--- src/hdl/pot_to_midi_cc_smoother_defines.svh ---
// assertion macros shared by the smoother rtl
`ifndef POT_TO_MIDI_CC_SMOOTHER_DEFINES_SVH
`define POT_TO_MIDI_CC_SMOOTHER_DEFINES_SVH

// same-cycle implication, sampled on clock, off during reset
`define PMCS_ASSERT_HOLDS(label, ante, cons, msg) \
   label: assert property (@(posedge clock) disable iff (reset) (ante) |-> (cons)) \
      else $error(msg);

// next-cycle implication, sampled on clock, off during reset
`define PMCS_ASSERT_NEXT(label, ante, cons, msg) \
   label: assert property (@(posedge clock) disable iff (reset) (ante) |=> (cons)) \
      else $error(msg);

`endif

--- src/hdl/pmcs_pkg.sv ---
package pmcs_pkg;

   localparam int WINDOW_BITS    = 10;
   localparam int THRESH_BITS    = 8;
   localparam int CC_BITS        = 7;
   localparam int CHANNEL_BITS   = 5;
   localparam int ACC_BITS       = 9;
   localparam int CFG_INDEX_BITS = 3;
   localparam int CFG_DATA_BITS  = 10;
   localparam int DIVIDEND_BITS  = WINDOW_BITS + CC_BITS;
   localparam int DIV_COUNT_BITS = 5;

   localparam logic [CC_BITS-1:0] CC_MAX = 7'd127;
   localparam logic [CC_BITS-1:0] CC_OFF = 7'd0;

   typedef enum logic [CFG_INDEX_BITS-1:0] {
      REG_THRESHOLD = 3'd0,
      REG_IN_LOW    = 3'd1,
      REG_IN_HIGH   = 3'd2,
      REG_OUT_LOW   = 3'd3,
      REG_OUT_HIGH  = 3'd4,
      REG_CONTROL   = 3'd5,
      REG_KILL      = 3'd6,
      REG_CHANNEL   = 3'd7
   } reg_index_type;

   typedef struct packed {
      logic [THRESH_BITS-1:0]  smoothing_threshold;
      logic [WINDOW_BITS-1:0]  in_low;
      logic [WINDOW_BITS-1:0]  in_high;
      logic [CC_BITS-1:0]      out_low;
      logic [CC_BITS-1:0]      out_high;
      logic [CC_BITS-1:0]      control_number;
      logic [CC_BITS-1:0]      kill_number;
      logic [CHANNEL_BITS-1:0] midi_channel;
   } cfg_type;

   typedef struct packed {
      logic busy;
      logic done;
   } div_sts_type;

   typedef enum logic [8:0] {
      S_IDLE   = 9'b000000001,
      S_FILTER = 9'b000000010,
      S_CLAMP  = 9'b000000100,
      S_MUL    = 9'b000001000,
      S_DIV    = 9'b000010000,
      S_DECIDE = 9'b000100000,
      S_PRE    = 9'b001000000,
      S_MAIN   = 9'b010000000,
      S_POST   = 9'b100000000
   } state_type;

endpackage

--- src/hdl/pmcs_channels.sv ---
interface pmcs_req_if #(parameter int SAMPLE_BITS = 10) ();
   logic                   valid;
   logic                   ready;
   logic                   cmd;
   logic [SAMPLE_BITS-1:0] sample;

   modport source (output valid, output cmd, output sample, input ready);
   modport sink (input valid, input cmd, input sample, output ready);
endinterface

interface pmcs_rsp_if ();
   logic                             valid;
   logic                             ready;
   logic [pmcs_pkg::CC_BITS-1:0]      controller;
   logic [pmcs_pkg::CC_BITS-1:0]      level;
   logic [pmcs_pkg::CHANNEL_BITS-1:0] channel;
   logic                             last;

   modport source (output valid, output controller, output level, output channel,
                   output last, input ready);
   modport sink (input valid, input controller, input level, input channel,
                 input last, output ready);
endinterface

--- src/hdl/pmcs_cfg_regs.sv ---
module pmcs_cfg_regs (
   input  logic                                clock,
   input  logic                                reset,
   input  logic                                csr_we,
   input  logic [pmcs_pkg::CFG_INDEX_BITS-1:0] csr_index,
   input  logic [pmcs_pkg::CFG_DATA_BITS-1:0]  csr_wdata,
   output pmcs_pkg::cfg_type                   cfg
);

   pmcs_pkg::cfg_type cfg_ff;
   pmcs_pkg::cfg_type cfg_in;

   always_comb begin
      cfg_in = cfg_ff;
      if (csr_we) begin
         case (pmcs_pkg::reg_index_type'(csr_index))
            pmcs_pkg::REG_THRESHOLD:
               cfg_in.smoothing_threshold = csr_wdata[pmcs_pkg::THRESH_BITS-1:0];
            pmcs_pkg::REG_IN_LOW:   cfg_in.in_low  = csr_wdata[pmcs_pkg::WINDOW_BITS-1:0];
            pmcs_pkg::REG_IN_HIGH:  cfg_in.in_high = csr_wdata[pmcs_pkg::WINDOW_BITS-1:0];
            pmcs_pkg::REG_OUT_LOW:  cfg_in.out_low  = csr_wdata[pmcs_pkg::CC_BITS-1:0];
            pmcs_pkg::REG_OUT_HIGH: cfg_in.out_high = csr_wdata[pmcs_pkg::CC_BITS-1:0];
            pmcs_pkg::REG_CONTROL:
               cfg_in.control_number = csr_wdata[pmcs_pkg::CC_BITS-1:0];
            pmcs_pkg::REG_KILL:     cfg_in.kill_number = csr_wdata[pmcs_pkg::CC_BITS-1:0];
            pmcs_pkg::REG_CHANNEL:
               cfg_in.midi_channel = csr_wdata[pmcs_pkg::CHANNEL_BITS-1:0];
            default: cfg_in = cfg_ff;
         endcase
      end
   end

   always_ff @(posedge clock) begin
      if (reset) begin
         cfg_ff.smoothing_threshold <= 8'd4;
         cfg_ff.in_low              <= 10'd0;
         cfg_ff.in_high             <= 10'd1023;
         cfg_ff.out_low             <= 7'd0;
         cfg_ff.out_high            <= 7'd127;
         cfg_ff.control_number      <= 7'd0;
         cfg_ff.kill_number         <= 7'd0;
         cfg_ff.midi_channel        <= 5'd1;
      end else begin
         cfg_ff <= cfg_in;
      end
   end

   assign cfg = cfg_ff;

endmodule

--- src/hdl/pmcs_divider.sv ---
module pmcs_divider (
   input  logic                               clock,
   input  logic                               reset,
   input  logic                               start,
   input  logic [pmcs_pkg::DIVIDEND_BITS-1:0] dividend,
   input  logic [pmcs_pkg::WINDOW_BITS-1:0]   divisor,
   output pmcs_pkg::div_sts_type              sts,
   output logic [pmcs_pkg::DIVIDEND_BITS-1:0] quotient
);

   localparam int QB = pmcs_pkg::DIVIDEND_BITS;
   localparam int RB = pmcs_pkg::WINDOW_BITS;
   localparam int CB = pmcs_pkg::DIV_COUNT_BITS;

   logic          busy_ff, busy_in;
   logic          done_ff, done_in;
   logic [CB-1:0] count_ff, count_in;
   logic [QB-1:0] quo_ff, quo_in;
   logic [RB-1:0] rem_ff, rem_in;
   logic [RB:0]   trial;
   logic [RB:0]   trial_diff;

   // one restoring step per cycle, dividend shifts out as quotient shifts in
   always_comb begin
      trial      = {rem_ff, quo_ff[QB-1]};
      trial_diff = trial - {1'b0, divisor};
      busy_in    = busy_ff;
      done_in    = 1'b0;
      count_in   = count_ff;
      quo_in     = quo_ff;
      rem_in     = rem_ff;
      if (start) begin
         busy_in  = 1'b1;
         count_in = CB'(QB);
         quo_in   = dividend;
         rem_in   = '0;
      end else if (busy_ff) begin
         if (trial >= {1'b0, divisor}) begin
            rem_in = trial_diff[RB-1:0];
            quo_in = {quo_ff[QB-2:0], 1'b1};
         end else begin
            rem_in = trial[RB-1:0];
            quo_in = {quo_ff[QB-2:0], 1'b0};
         end
         count_in = count_ff - CB'(1);
         if (count_ff == CB'(1)) begin
            busy_in = 1'b0;
            done_in = 1'b1;
         end
      end
   end

   always_ff @(posedge clock) begin
      if (reset) begin
         busy_ff  <= 1'b0;
         done_ff  <= 1'b0;
         count_ff <= '0;
      end else begin
         busy_ff  <= busy_in;
         done_ff  <= done_in;
         count_ff <= count_in;
      end
   end

   always_ff @(posedge clock) begin
      quo_ff <= quo_in;
      rem_ff <= rem_in;
   end

   assign sts.busy = busy_ff;
   assign sts.done = done_ff;
   assign quotient = quo_ff;

endmodule

--- src/hdl/pot_to_midi_cc_smoother.sv ---
// Potentiometer smoother and MIDI control-change generator. Takes one sample
// at a time: ready is high only while the sequencer is idle. A sample runs
// through filter, window clamp, one multiply and a 17-step serial restoring
// divider, then emits zero, one or two messages (kill-on before or kill-off
// after the main message) through an output register, so the next sample can
// be taken while the last message still waits. The divider gives one quotient
// bit per cycle; an empty or reversed input window skips the divider.

`include "pot_to_midi_cc_smoother_defines.svh"

module pot_to_midi_cc_smoother #(
   parameter int SAMPLE_BITS = 10
) (
   input  logic                                clock,
   input  logic                                reset,
   pmcs_req_if.sink                            req_chan,
   pmcs_rsp_if.source                          rsp_chan,
   input  logic                                csr_we,
   input  logic [pmcs_pkg::CFG_INDEX_BITS-1:0] csr_index,
   input  logic [pmcs_pkg::CFG_DATA_BITS-1:0]  csr_wdata
);

   localparam int WB       = pmcs_pkg::WINDOW_BITS;
   localparam int CCB      = pmcs_pkg::CC_BITS;
   localparam int AB       = pmcs_pkg::ACC_BITS;
   localparam int SUM_BITS = SAMPLE_BITS + 2;
   localparam int CMP_BITS = (SAMPLE_BITS > WB) ? SAMPLE_BITS : WB;

   pmcs_pkg::cfg_type     cfg;
   pmcs_pkg::div_sts_type div_sts;
   pmcs_pkg::state_type   state_ff, state_in;

   logic                                  cmd_ff, cmd_in;
   logic [SAMPLE_BITS-1:0]                sample_ff, sample_in;
   logic [SAMPLE_BITS-1:0]                level_ff, level_in;
   logic signed [AB-1:0]                  acc_ff, acc_in;
   logic [CCB-1:0]                        last_sent_ff, last_sent_in;
   logic [WB-1:0]                         xoff_ff, xoff_in;
   logic [WB-1:0]                         den_ff, den_in;
   logic [CCB-1:0]                        span_mag_ff, span_mag_in;
   logic                                  span_neg_ff, span_neg_in;
   logic [CCB-1:0]                        mapped_ff, mapped_in;
   logic                                  kill_off_ff, kill_off_in;

   logic                                  rsp_valid_ff, rsp_valid_in;
   logic [CCB-1:0]                        rsp_ctl_ff, rsp_ctl_in;
   logic [CCB-1:0]                        rsp_lvl_ff, rsp_lvl_in;
   logic [pmcs_pkg::CHANNEL_BITS-1:0]     rsp_chn_ff;
   logic                                  rsp_last_ff, rsp_last_in;
   logic                                  out_free;
   logic                                  out_load;

   logic                                  div_start;
   logic [pmcs_pkg::DIVIDEND_BITS-1:0]    div_dividend;
   logic [pmcs_pkg::DIVIDEND_BITS-1:0]    div_quotient;
   logic [CCB-1:0]                        quo_cc;

   logic signed [SUM_BITS-1:0]            acc_ext, diff, acc_half, acc_next, acc_abs;
   logic signed [SUM_BITS-1:0]            thr_ext;
   logic [CMP_BITS-1:0]                   x_ext, lo_ext, hi_ext;
   logic [WB-1:0]                         x_clamp;
   logic                                  kill_en;
   logic                                  kill_on;
   logic                                  kill_off;
   logic [AB-1:0]                         acc_mag;

   pmcs_cfg_regs u_cfg (
      .clock     (clock),
      .reset     (reset),
      .csr_we    (csr_we),
      .csr_index (csr_index),
      .csr_wdata (csr_wdata),
      .cfg       (cfg)
   );

   pmcs_divider u_div (
      .clock    (clock),
      .reset    (reset),
      .start    (div_start),
      .dividend (div_dividend),
      .divisor  (den_ff),
      .sts      (div_sts),
      .quotient (div_quotient)
   );

   assign req_chan.ready = (state_ff == pmcs_pkg::S_IDLE);
   assign out_free       = !rsp_valid_ff || rsp_chan.ready;
   assign div_dividend   = pmcs_pkg::DIVIDEND_BITS'(xoff_ff)
                         * pmcs_pkg::DIVIDEND_BITS'(span_mag_ff);
   assign quo_cc         = div_quotient[CCB-1:0];
   assign kill_en        = (cfg.kill_number != '0);
   assign acc_mag        = acc_ff[AB-1] ? AB'(-acc_ff) : AB'(acc_ff);

   // leaky change accumulator
   always_comb begin
      acc_ext  = SUM_BITS'(acc_ff);
      thr_ext  = $signed(SUM_BITS'(cfg.smoothing_threshold));
      diff     = $signed({2'b00, sample_ff}) - $signed({2'b00, level_ff});
      acc_half = acc_ext + $signed({{(SUM_BITS-1){1'b0}}, acc_ff[AB-1]});
      if (sample_ff == '0) begin
         acc_next = -thr_ext;
      end else if (sample_ff == level_ff) begin
         acc_next = acc_half >>> 1;
      end else begin
         acc_next = acc_ext + diff;
      end
      acc_abs = acc_next[SUM_BITS-1] ? -acc_next : acc_next;
   end

   // window clamp
   always_comb begin
      x_ext  = CMP_BITS'(level_ff);
      lo_ext = CMP_BITS'(cfg.in_low);
      hi_ext = CMP_BITS'(cfg.in_high);
      if (x_ext < lo_ext) begin
         x_clamp = cfg.in_low;
      end else if (x_ext > hi_ext) begin
         x_clamp = cfg.in_high;
      end else begin
         x_clamp = x_ext[WB-1:0];
      end
   end

   assign kill_on  = !cmd_ff && kill_en && (last_sent_ff == cfg.out_low)
                   && (mapped_ff > cfg.out_low);
   assign kill_off = !cmd_ff && kill_en && (last_sent_ff >= cfg.out_low)
                   && (mapped_ff == cfg.out_low);

   // sequencer
   always_comb begin
      state_in     = state_ff;
      cmd_in       = cmd_ff;
      sample_in    = sample_ff;
      level_in     = level_ff;
      acc_in       = acc_ff;
      last_sent_in = last_sent_ff;
      xoff_in      = xoff_ff;
      den_in       = den_ff;
      span_mag_in  = span_mag_ff;
      span_neg_in  = span_neg_ff;
      mapped_in    = mapped_ff;
      kill_off_in  = kill_off_ff;
      div_start    = 1'b0;
      out_load     = 1'b0;
      rsp_ctl_in   = rsp_ctl_ff;
      rsp_lvl_in   = rsp_lvl_ff;
      rsp_last_in  = rsp_last_ff;
      case (state_ff)
         pmcs_pkg::S_IDLE: begin
            if (req_chan.valid) begin
               cmd_in    = req_chan.cmd;
               sample_in = req_chan.sample;
               state_in  = pmcs_pkg::S_FILTER;
            end
         end
         pmcs_pkg::S_FILTER: begin
            if (cmd_ff) begin
               level_in = sample_ff;
            end else if (acc_abs >= thr_ext) begin
               level_in = sample_ff;
               acc_in   = '0;
            end else begin
               acc_in = AB'(acc_next);
            end
            state_in = pmcs_pkg::S_CLAMP;
         end
         pmcs_pkg::S_CLAMP: begin
            if (cfg.in_high == cfg.in_low) begin
               mapped_in = cfg.out_low;
               state_in  = pmcs_pkg::S_DECIDE;
            end else if (cfg.in_low > cfg.in_high) begin
               // reversed window: only the ends remain
               mapped_in = (x_ext < lo_ext) ? cfg.out_low : cfg.out_high;
               state_in  = pmcs_pkg::S_DECIDE;
            end else begin
               xoff_in     = x_clamp - cfg.in_low;
               den_in      = cfg.in_high - cfg.in_low;
               span_neg_in = (cfg.out_low > cfg.out_high);
               span_mag_in = (cfg.out_low > cfg.out_high) ? cfg.out_low - cfg.out_high
                                                           : cfg.out_high - cfg.out_low;
               state_in    = pmcs_pkg::S_MUL;
            end
         end
         pmcs_pkg::S_MUL: begin
            div_start = 1'b1;
            state_in  = pmcs_pkg::S_DIV;
         end
         pmcs_pkg::S_DIV: begin
            if (div_sts.done) begin
               mapped_in = span_neg_ff ? cfg.out_low - quo_cc : cfg.out_low + quo_cc;
               state_in  = pmcs_pkg::S_DECIDE;
            end
         end
         pmcs_pkg::S_DECIDE: begin
            if (!cmd_ff && (mapped_ff == last_sent_ff)) begin
               state_in = pmcs_pkg::S_IDLE;
            end else begin
               kill_off_in  = kill_off;
               last_sent_in = mapped_ff;
               state_in     = kill_on ? pmcs_pkg::S_PRE : pmcs_pkg::S_MAIN;
            end
         end
         pmcs_pkg::S_PRE: begin
            if (out_free) begin
               out_load    = 1'b1;
               rsp_ctl_in  = cfg.kill_number;
               rsp_lvl_in  = pmcs_pkg::CC_MAX;
               rsp_last_in = 1'b0;
               state_in    = pmcs_pkg::S_MAIN;
            end
         end
         pmcs_pkg::S_MAIN: begin
            if (out_free) begin
               out_load    = 1'b1;
               rsp_ctl_in  = cfg.control_number;
               rsp_lvl_in  = mapped_ff;
               rsp_last_in = !kill_off_ff;
               state_in    = kill_off_ff ? pmcs_pkg::S_POST : pmcs_pkg::S_IDLE;
            end
         end
         pmcs_pkg::S_POST: begin
            if (out_free) begin
               out_load    = 1'b1;
               rsp_ctl_in  = cfg.kill_number;
               rsp_lvl_in  = pmcs_pkg::CC_OFF;
               rsp_last_in = 1'b1;
               state_in    = pmcs_pkg::S_IDLE;
            end
         end
         default: state_in = pmcs_pkg::S_IDLE;
      endcase
      rsp_valid_in = out_load || (rsp_valid_ff && !rsp_chan.ready);
   end

   always_ff @(posedge clock) begin
      if (reset) begin
         state_ff     <= pmcs_pkg::S_IDLE;
         level_ff     <= '0;
         acc_ff       <= '0;
         last_sent_ff <= '0;
         rsp_valid_ff <= 1'b0;
      end else begin
         state_ff     <= state_in;
         level_ff     <= level_in;
         acc_ff       <= acc_in;
         last_sent_ff <= last_sent_in;
         rsp_valid_ff <= rsp_valid_in;
      end
   end

   always_ff @(posedge clock) begin
      cmd_ff      <= cmd_in;
      sample_ff   <= sample_in;
      xoff_ff     <= xoff_in;
      den_ff      <= den_in;
      span_mag_ff <= span_mag_in;
      span_neg_ff <= span_neg_in;
      mapped_ff   <= mapped_in;
      kill_off_ff <= kill_off_in;
      rsp_ctl_ff  <= rsp_ctl_in;
      rsp_lvl_ff  <= rsp_lvl_in;
      rsp_last_ff <= rsp_last_in;
      if (out_load) begin
         rsp_chn_ff <= cfg.midi_channel;
      end
   end

   assign rsp_chan.valid      = rsp_valid_ff;
   assign rsp_chan.controller = rsp_ctl_ff;
   assign rsp_chan.level      = rsp_lvl_ff;
   assign rsp_chan.channel    = rsp_chn_ff;
   assign rsp_chan.last       = rsp_last_ff;

   `PMCS_ASSERT_HOLDS(a_div_done_in_div, div_sts.done, state_ff == pmcs_pkg::S_DIV, "divider done outside divide state")
   `PMCS_ASSERT_NEXT(a_idle_holds, (state_ff == pmcs_pkg::S_IDLE) && !req_chan.valid, state_ff == pmcs_pkg::S_IDLE, "sequencer left idle without a transfer")
   `PMCS_ASSERT_NEXT(a_acc_below_thr, (state_ff == pmcs_pkg::S_FILTER) && !cmd_ff, (acc_mag < {1'b0, cfg.smoothing_threshold}) || (acc_ff == '0), "accumulator kept at or above threshold")
   `PMCS_ASSERT_HOLDS(a_mapped_in_range, state_ff == pmcs_pkg::S_DECIDE, ((mapped_ff >= cfg.out_low) && (mapped_ff <= cfg.out_high)) || ((mapped_ff <= cfg.out_low) && (mapped_ff >= cfg.out_high)), "mapped value outside output range")

endmodule

--- src/flat_wrapper.sv ---
// flat-port wrapper written by rule: the top's interface ports become plain ports
module pot_to_midi_cc_smoother_flat 
#(
   parameter int SAMPLE_BITS = 10
)
  (clock, reset, csr_we, csr_index, csr_wdata, req_chan_valid, req_chan_cmd, req_chan_sample, req_chan_ready, rsp_chan_valid, rsp_chan_controller, rsp_chan_level, rsp_chan_channel, rsp_chan_last, rsp_chan_ready);
  pmcs_req_if #(.SAMPLE_BITS(SAMPLE_BITS)) req_chan_i ();
  pmcs_rsp_if rsp_chan_i ();
  input  logic clock;
  input  logic reset;
  input  logic csr_we;
  input  logic [pmcs_pkg::CFG_INDEX_BITS-1:0] csr_index;
  input  logic [pmcs_pkg::CFG_DATA_BITS-1:0] csr_wdata;
  input wire logic [$bits(req_chan_i.valid)-1:0] req_chan_valid;
  input wire logic [$bits(req_chan_i.cmd)-1:0] req_chan_cmd;
  input wire logic [$bits(req_chan_i.sample)-1:0] req_chan_sample;
  output wire logic [$bits(req_chan_i.ready)-1:0] req_chan_ready;
  output wire logic [$bits(rsp_chan_i.valid)-1:0] rsp_chan_valid;
  output wire logic [$bits(rsp_chan_i.controller)-1:0] rsp_chan_controller;
  output wire logic [$bits(rsp_chan_i.level)-1:0] rsp_chan_level;
  output wire logic [$bits(rsp_chan_i.channel)-1:0] rsp_chan_channel;
  output wire logic [$bits(rsp_chan_i.last)-1:0] rsp_chan_last;
  input wire logic [$bits(rsp_chan_i.ready)-1:0] rsp_chan_ready;
  assign req_chan_i.valid = req_chan_valid;
  assign req_chan_i.cmd = req_chan_cmd;
  assign req_chan_i.sample = req_chan_sample;
  assign req_chan_ready = req_chan_i.ready;
  assign rsp_chan_valid = rsp_chan_i.valid;
  assign rsp_chan_controller = rsp_chan_i.controller;
  assign rsp_chan_level = rsp_chan_i.level;
  assign rsp_chan_channel = rsp_chan_i.channel;
  assign rsp_chan_last = rsp_chan_i.last;
  assign rsp_chan_i.ready = rsp_chan_ready;
  pot_to_midi_cc_smoother #(.SAMPLE_BITS(SAMPLE_BITS)) u_core (.clock(clock), .reset(reset), .req_chan(req_chan_i), .rsp_chan(rsp_chan_i), .csr_we(csr_we), .csr_index(csr_index), .csr_wdata(csr_wdata));
endmodule
--- config.mk ---
export PLATFORM = sky130hd
export DESIGN_NAME = pot_to_midi_cc_smoother_flat
export DESIGN_NICKNAME = d
export VERILOG_FILES = /design/src/hdl/pmcs_pkg.sv /design/src/hdl/pmcs_channels.sv /design/src/hdl/pmcs_cfg_regs.sv /design/src/hdl/pmcs_divider.sv /design/src/hdl/pot_to_midi_cc_smoother.sv /design/src/flat_wrapper.sv
export VERILOG_INCLUDE_DIRS = /design/src /design/src/hdl
export SDC_FILE = /design/constraint.sdc
export NUM_CORES = 1
export LEC_CHECK = 0
export ABC_AREA = 1
export BUFFER_PORTS_ARGS = -buffer_cell sky130_fd_sc_hd__buf_2
export CORE_UTILIZATION = 35
export CTS_CLUSTER_DIAMETER = 100
export DETAILED_ROUTE_END_ITERATION = 16
export PLACE_DENSITY = 0.49
export SYNTH_ARGS = -nofsm -noshare
export SYNTH_HDL_FRONTEND = slang
export SYNTH_HIERARCHICAL = 1
export SYNTH_SLANG_ARGS = --single-unit
--- constraint.sdc ---
create_clock -name clock -period 13.85 [get_ports clock]
set_clock_uncertainty 0.15 [all_clocks]
set_input_delay 1.385 -clock clock [delete_from_list [all_inputs] [get_ports clock]]
set_output_delay 1.385 -clock clock [all_outputs]
set_load 0.1 [all_outputs]
==> qor.txt <==
startpoint types = register
initial antenna violation count = 2
Longest Clk Path Bufs = 2
Mapped Nets = 2,309
Hold Path Cell Cnt = 0
Mapped Area = 15,500 sq um
most common cell after layout, fill and taps aside = nand2_1
switching pwr = 481.7 uW
RSZ-0062 raised after global routing = false
Syn. warnings = 6
crit path kind = register to register
switching share of power = 32.81%
Slew @ Worst Pin = 0.9397 ns
Cells after Synth = 2,082
status = completed
clock power share = 33.9%
number of setup violations in the final report = 0
Setup TNS = 0 ns
Filler cells = 4,707
root buf cell = clkbuf_16
Nets = 2,345
via count = 12,970
CTS Sinks = 198
grt ovf = 0
largest net degree at the start of global routing = 62
first-pass GRT wire length = 65.76 mm
RR Startpoint = u_core/level_ff[2]$_SDFFE_PP0P_
Setup Buffers After CTS = 0
Final Max Tran Viols = 0
ANT nets after route = 0
gpl congestion = 0.8746
number of CTS-inserted buffers = 17
reg2reg end = u_core/level_ff[4]$_SDFFE_PP0P_
vias in the first global route = 12,790
fin crit share = 40.80%
Post-CTS Resized = 0
Final Power = 1.468 mW
Area Overhead vs Synth = 9.098%
maximum VDD drop = 0.00009303 V
Syn Area/Cell = 7.445 sq um
r2r worst-path depth = 43
Top Ports = 51
Worst EP required = 14.07 ns
aggregate routed wire length = 39.36 mm
P_leak = 8.363 nW
Post-CTS Hold Buffers = 0
largest fanout on the critical path = 20
Residual DRC = 0
Port Buffer Count = 50
drt via density = 4.776
DIE AREA = 45,130 sq um
Antenna Cells = 0
internal power = 986.7 uW
sequential power share = 43.6%
Comb power frac = 22.5%
die width = 212.4 um
DPL Wire Length = 31.09 mm
DR pass1 iterations = 4
core area = 43,360 sq um
die height = 212.4 um
worst endpoint data arrival time = 5.88 ns
maximum clock rate = 0.1770 GHz
Starting DRT DRC Count = 609
CTS tree = built
Hold Startpoint = u_core/u_cfg/cfg[3]$_SDFFE_PP0P_
P per Cell Area = 86.84 nW/um^2
max_cap viols = 0
Initial Utilization = 35.75%
Final min period = 5.650 ns
CP dominant cell by count = nand2_1
crit-path max cell delay = 0.40 ns
Hold Path End = u_core/rsp_chan.channel[3]$_DFFE_PP_
CTS HTree Levels = 4
Reg2Reg Setup Slack = 8.20 ns
share of layout cells above drive strength 1 = 8.259%
FP Rows = 76
DR WL/cell = 14.49 um
Total GRT Usage = 18.67%
Slowest-stage cell, CP = ha_1
Slew headroom = 37.29%
Fin. Hold Viols = 0
Hold/Removal Path Class = register to register
worst-skew pair later-pin latency = 0.49 ns
Worst-path clk slew = 0.08 ns
most frequent cells in the layout = nand2_1 (529), inv_1 (349), nor2_1 (187)
CP endpoint kind = register
==> through the flow <==
step / setup slack [ns] / hold WS (ns) / area (sq um) / utilization [%] / std cells
floorplan: 8.680 / 0.2519 / 15500 / - / 2082
global placement: 8.376 / 0.2775 / 16340 / 37.68 / 2684
detailed placement: 8.251 / 0.2676 / 16340 / 37.68 / 2684
CTS: 8.229 / 0.2909 / 16910 / 39.00 / 2716
global route: 7.547 / 0.2954 / 16910 / 39.00 / 2716
finish: 8.200 / 0.2877 / 16910 / 39.00 / 2716
==> registers in the layout, indices dropped and copies added (netlist names), 5 cells and up <==
| signal | flops |
|---|---|
| u_core/xoff_ff | 10 |
| u_core/level_ff | 10 |
| u_core/rsp_chan.controller | 7 |
| u_core/span_mag_ff | 7 |
| u_core/acc_ff | 9 |
| u_core/den_ff | 10 |
| u_core/u_cfg/cfg | 61 |
| u_core/last_sent_ff | 7 |
| u_core/u_div/count_ff | 5 |
| u_core/state_ff | 9 |
| u_core/u_div/quotient | 17 |
| u_core/rsp_chan.level | 7 |
| u_core/mapped_ff | 7 |
| u_core/sample_ff | 10 |
| u_core/u_div/rem_ff | 10 |
| u_core/rsp_chan.channel | 5 |
==> power by group through the flow <==
stage / logic, mW / clock network, mW / registers [mW]
floorplan: 0.259 / 0 / 0.648
global placement: 0.328 / 0 / 0.654
detailed placement: 0.329 / 0 / 0.654
CTS: 0.332 / 0.521 / 0.641
global route: 0.379 / 0.539 / 0.643
finish: 0.330 / 0.498 / 0.641
==> area by class of cell <==
type	count	area (sq um)	area share (%)
clock inverter	13	117.6	0.6955
inverter	359	1349	7.976
sequential	198	4805	28.41
tap	585	732.0	4.329
timing repair buffer	56	295.3	1.746
clock buffer	19	452.9	2.678
multi-input combinational	1486	9159	54.16
==> per-layer routing <==
layer	track usage [%]	wire [um]
met5	0	23
met4	7.467	962
met3	3.442	1383
met1	25.40	19960
met2	29.10	17040
==> critical path, delay by kind of cell, from the launching register on <==
kind / cells / cell delay (ns)
compound gates: 7 / 1.22
buf+inv: 3 / 0.20
xor+xnor: 2 / 0.28
fa+ha+maj: 3 / 1.01
flops: 1 / 0.38
simple gates: 28 / 2.25
==> worst max path at each step <==
stage | start | endpoint | slack (ns)
floorplan | u_core/state_ff[6]$_SDFFE_PP0P_ | u_core/cmd_ff$_DFFE_PP_ | 8.68
detailed placement | u_core/level_ff[2]$_SDFFE_PP0P_ | u_core/level_ff[4]$_SDFFE_PP0P_ | 8.25
finish | u_core/level_ff[2]$_SDFFE_PP0P_ | u_core/level_ff[4]$_SDFFE_PP0P_ | 8.20
global route | u_core/level_ff[2]$_SDFFE_PP0P_ | u_core/level_ff[4]$_SDFFE_PP0P_ | 7.55
CTS | u_core/level_ff[2]$_SDFFE_PP0P_ | u_core/level_ff[4]$_SDFFE_PP0P_ | 8.23
global placement | u_core/level_ff[2]$_SDFFE_PP0P_ | u_core/level_ff[5]$_SDFFE_PP0P_ | 8.38
Power figures use the tool's default switching activity.
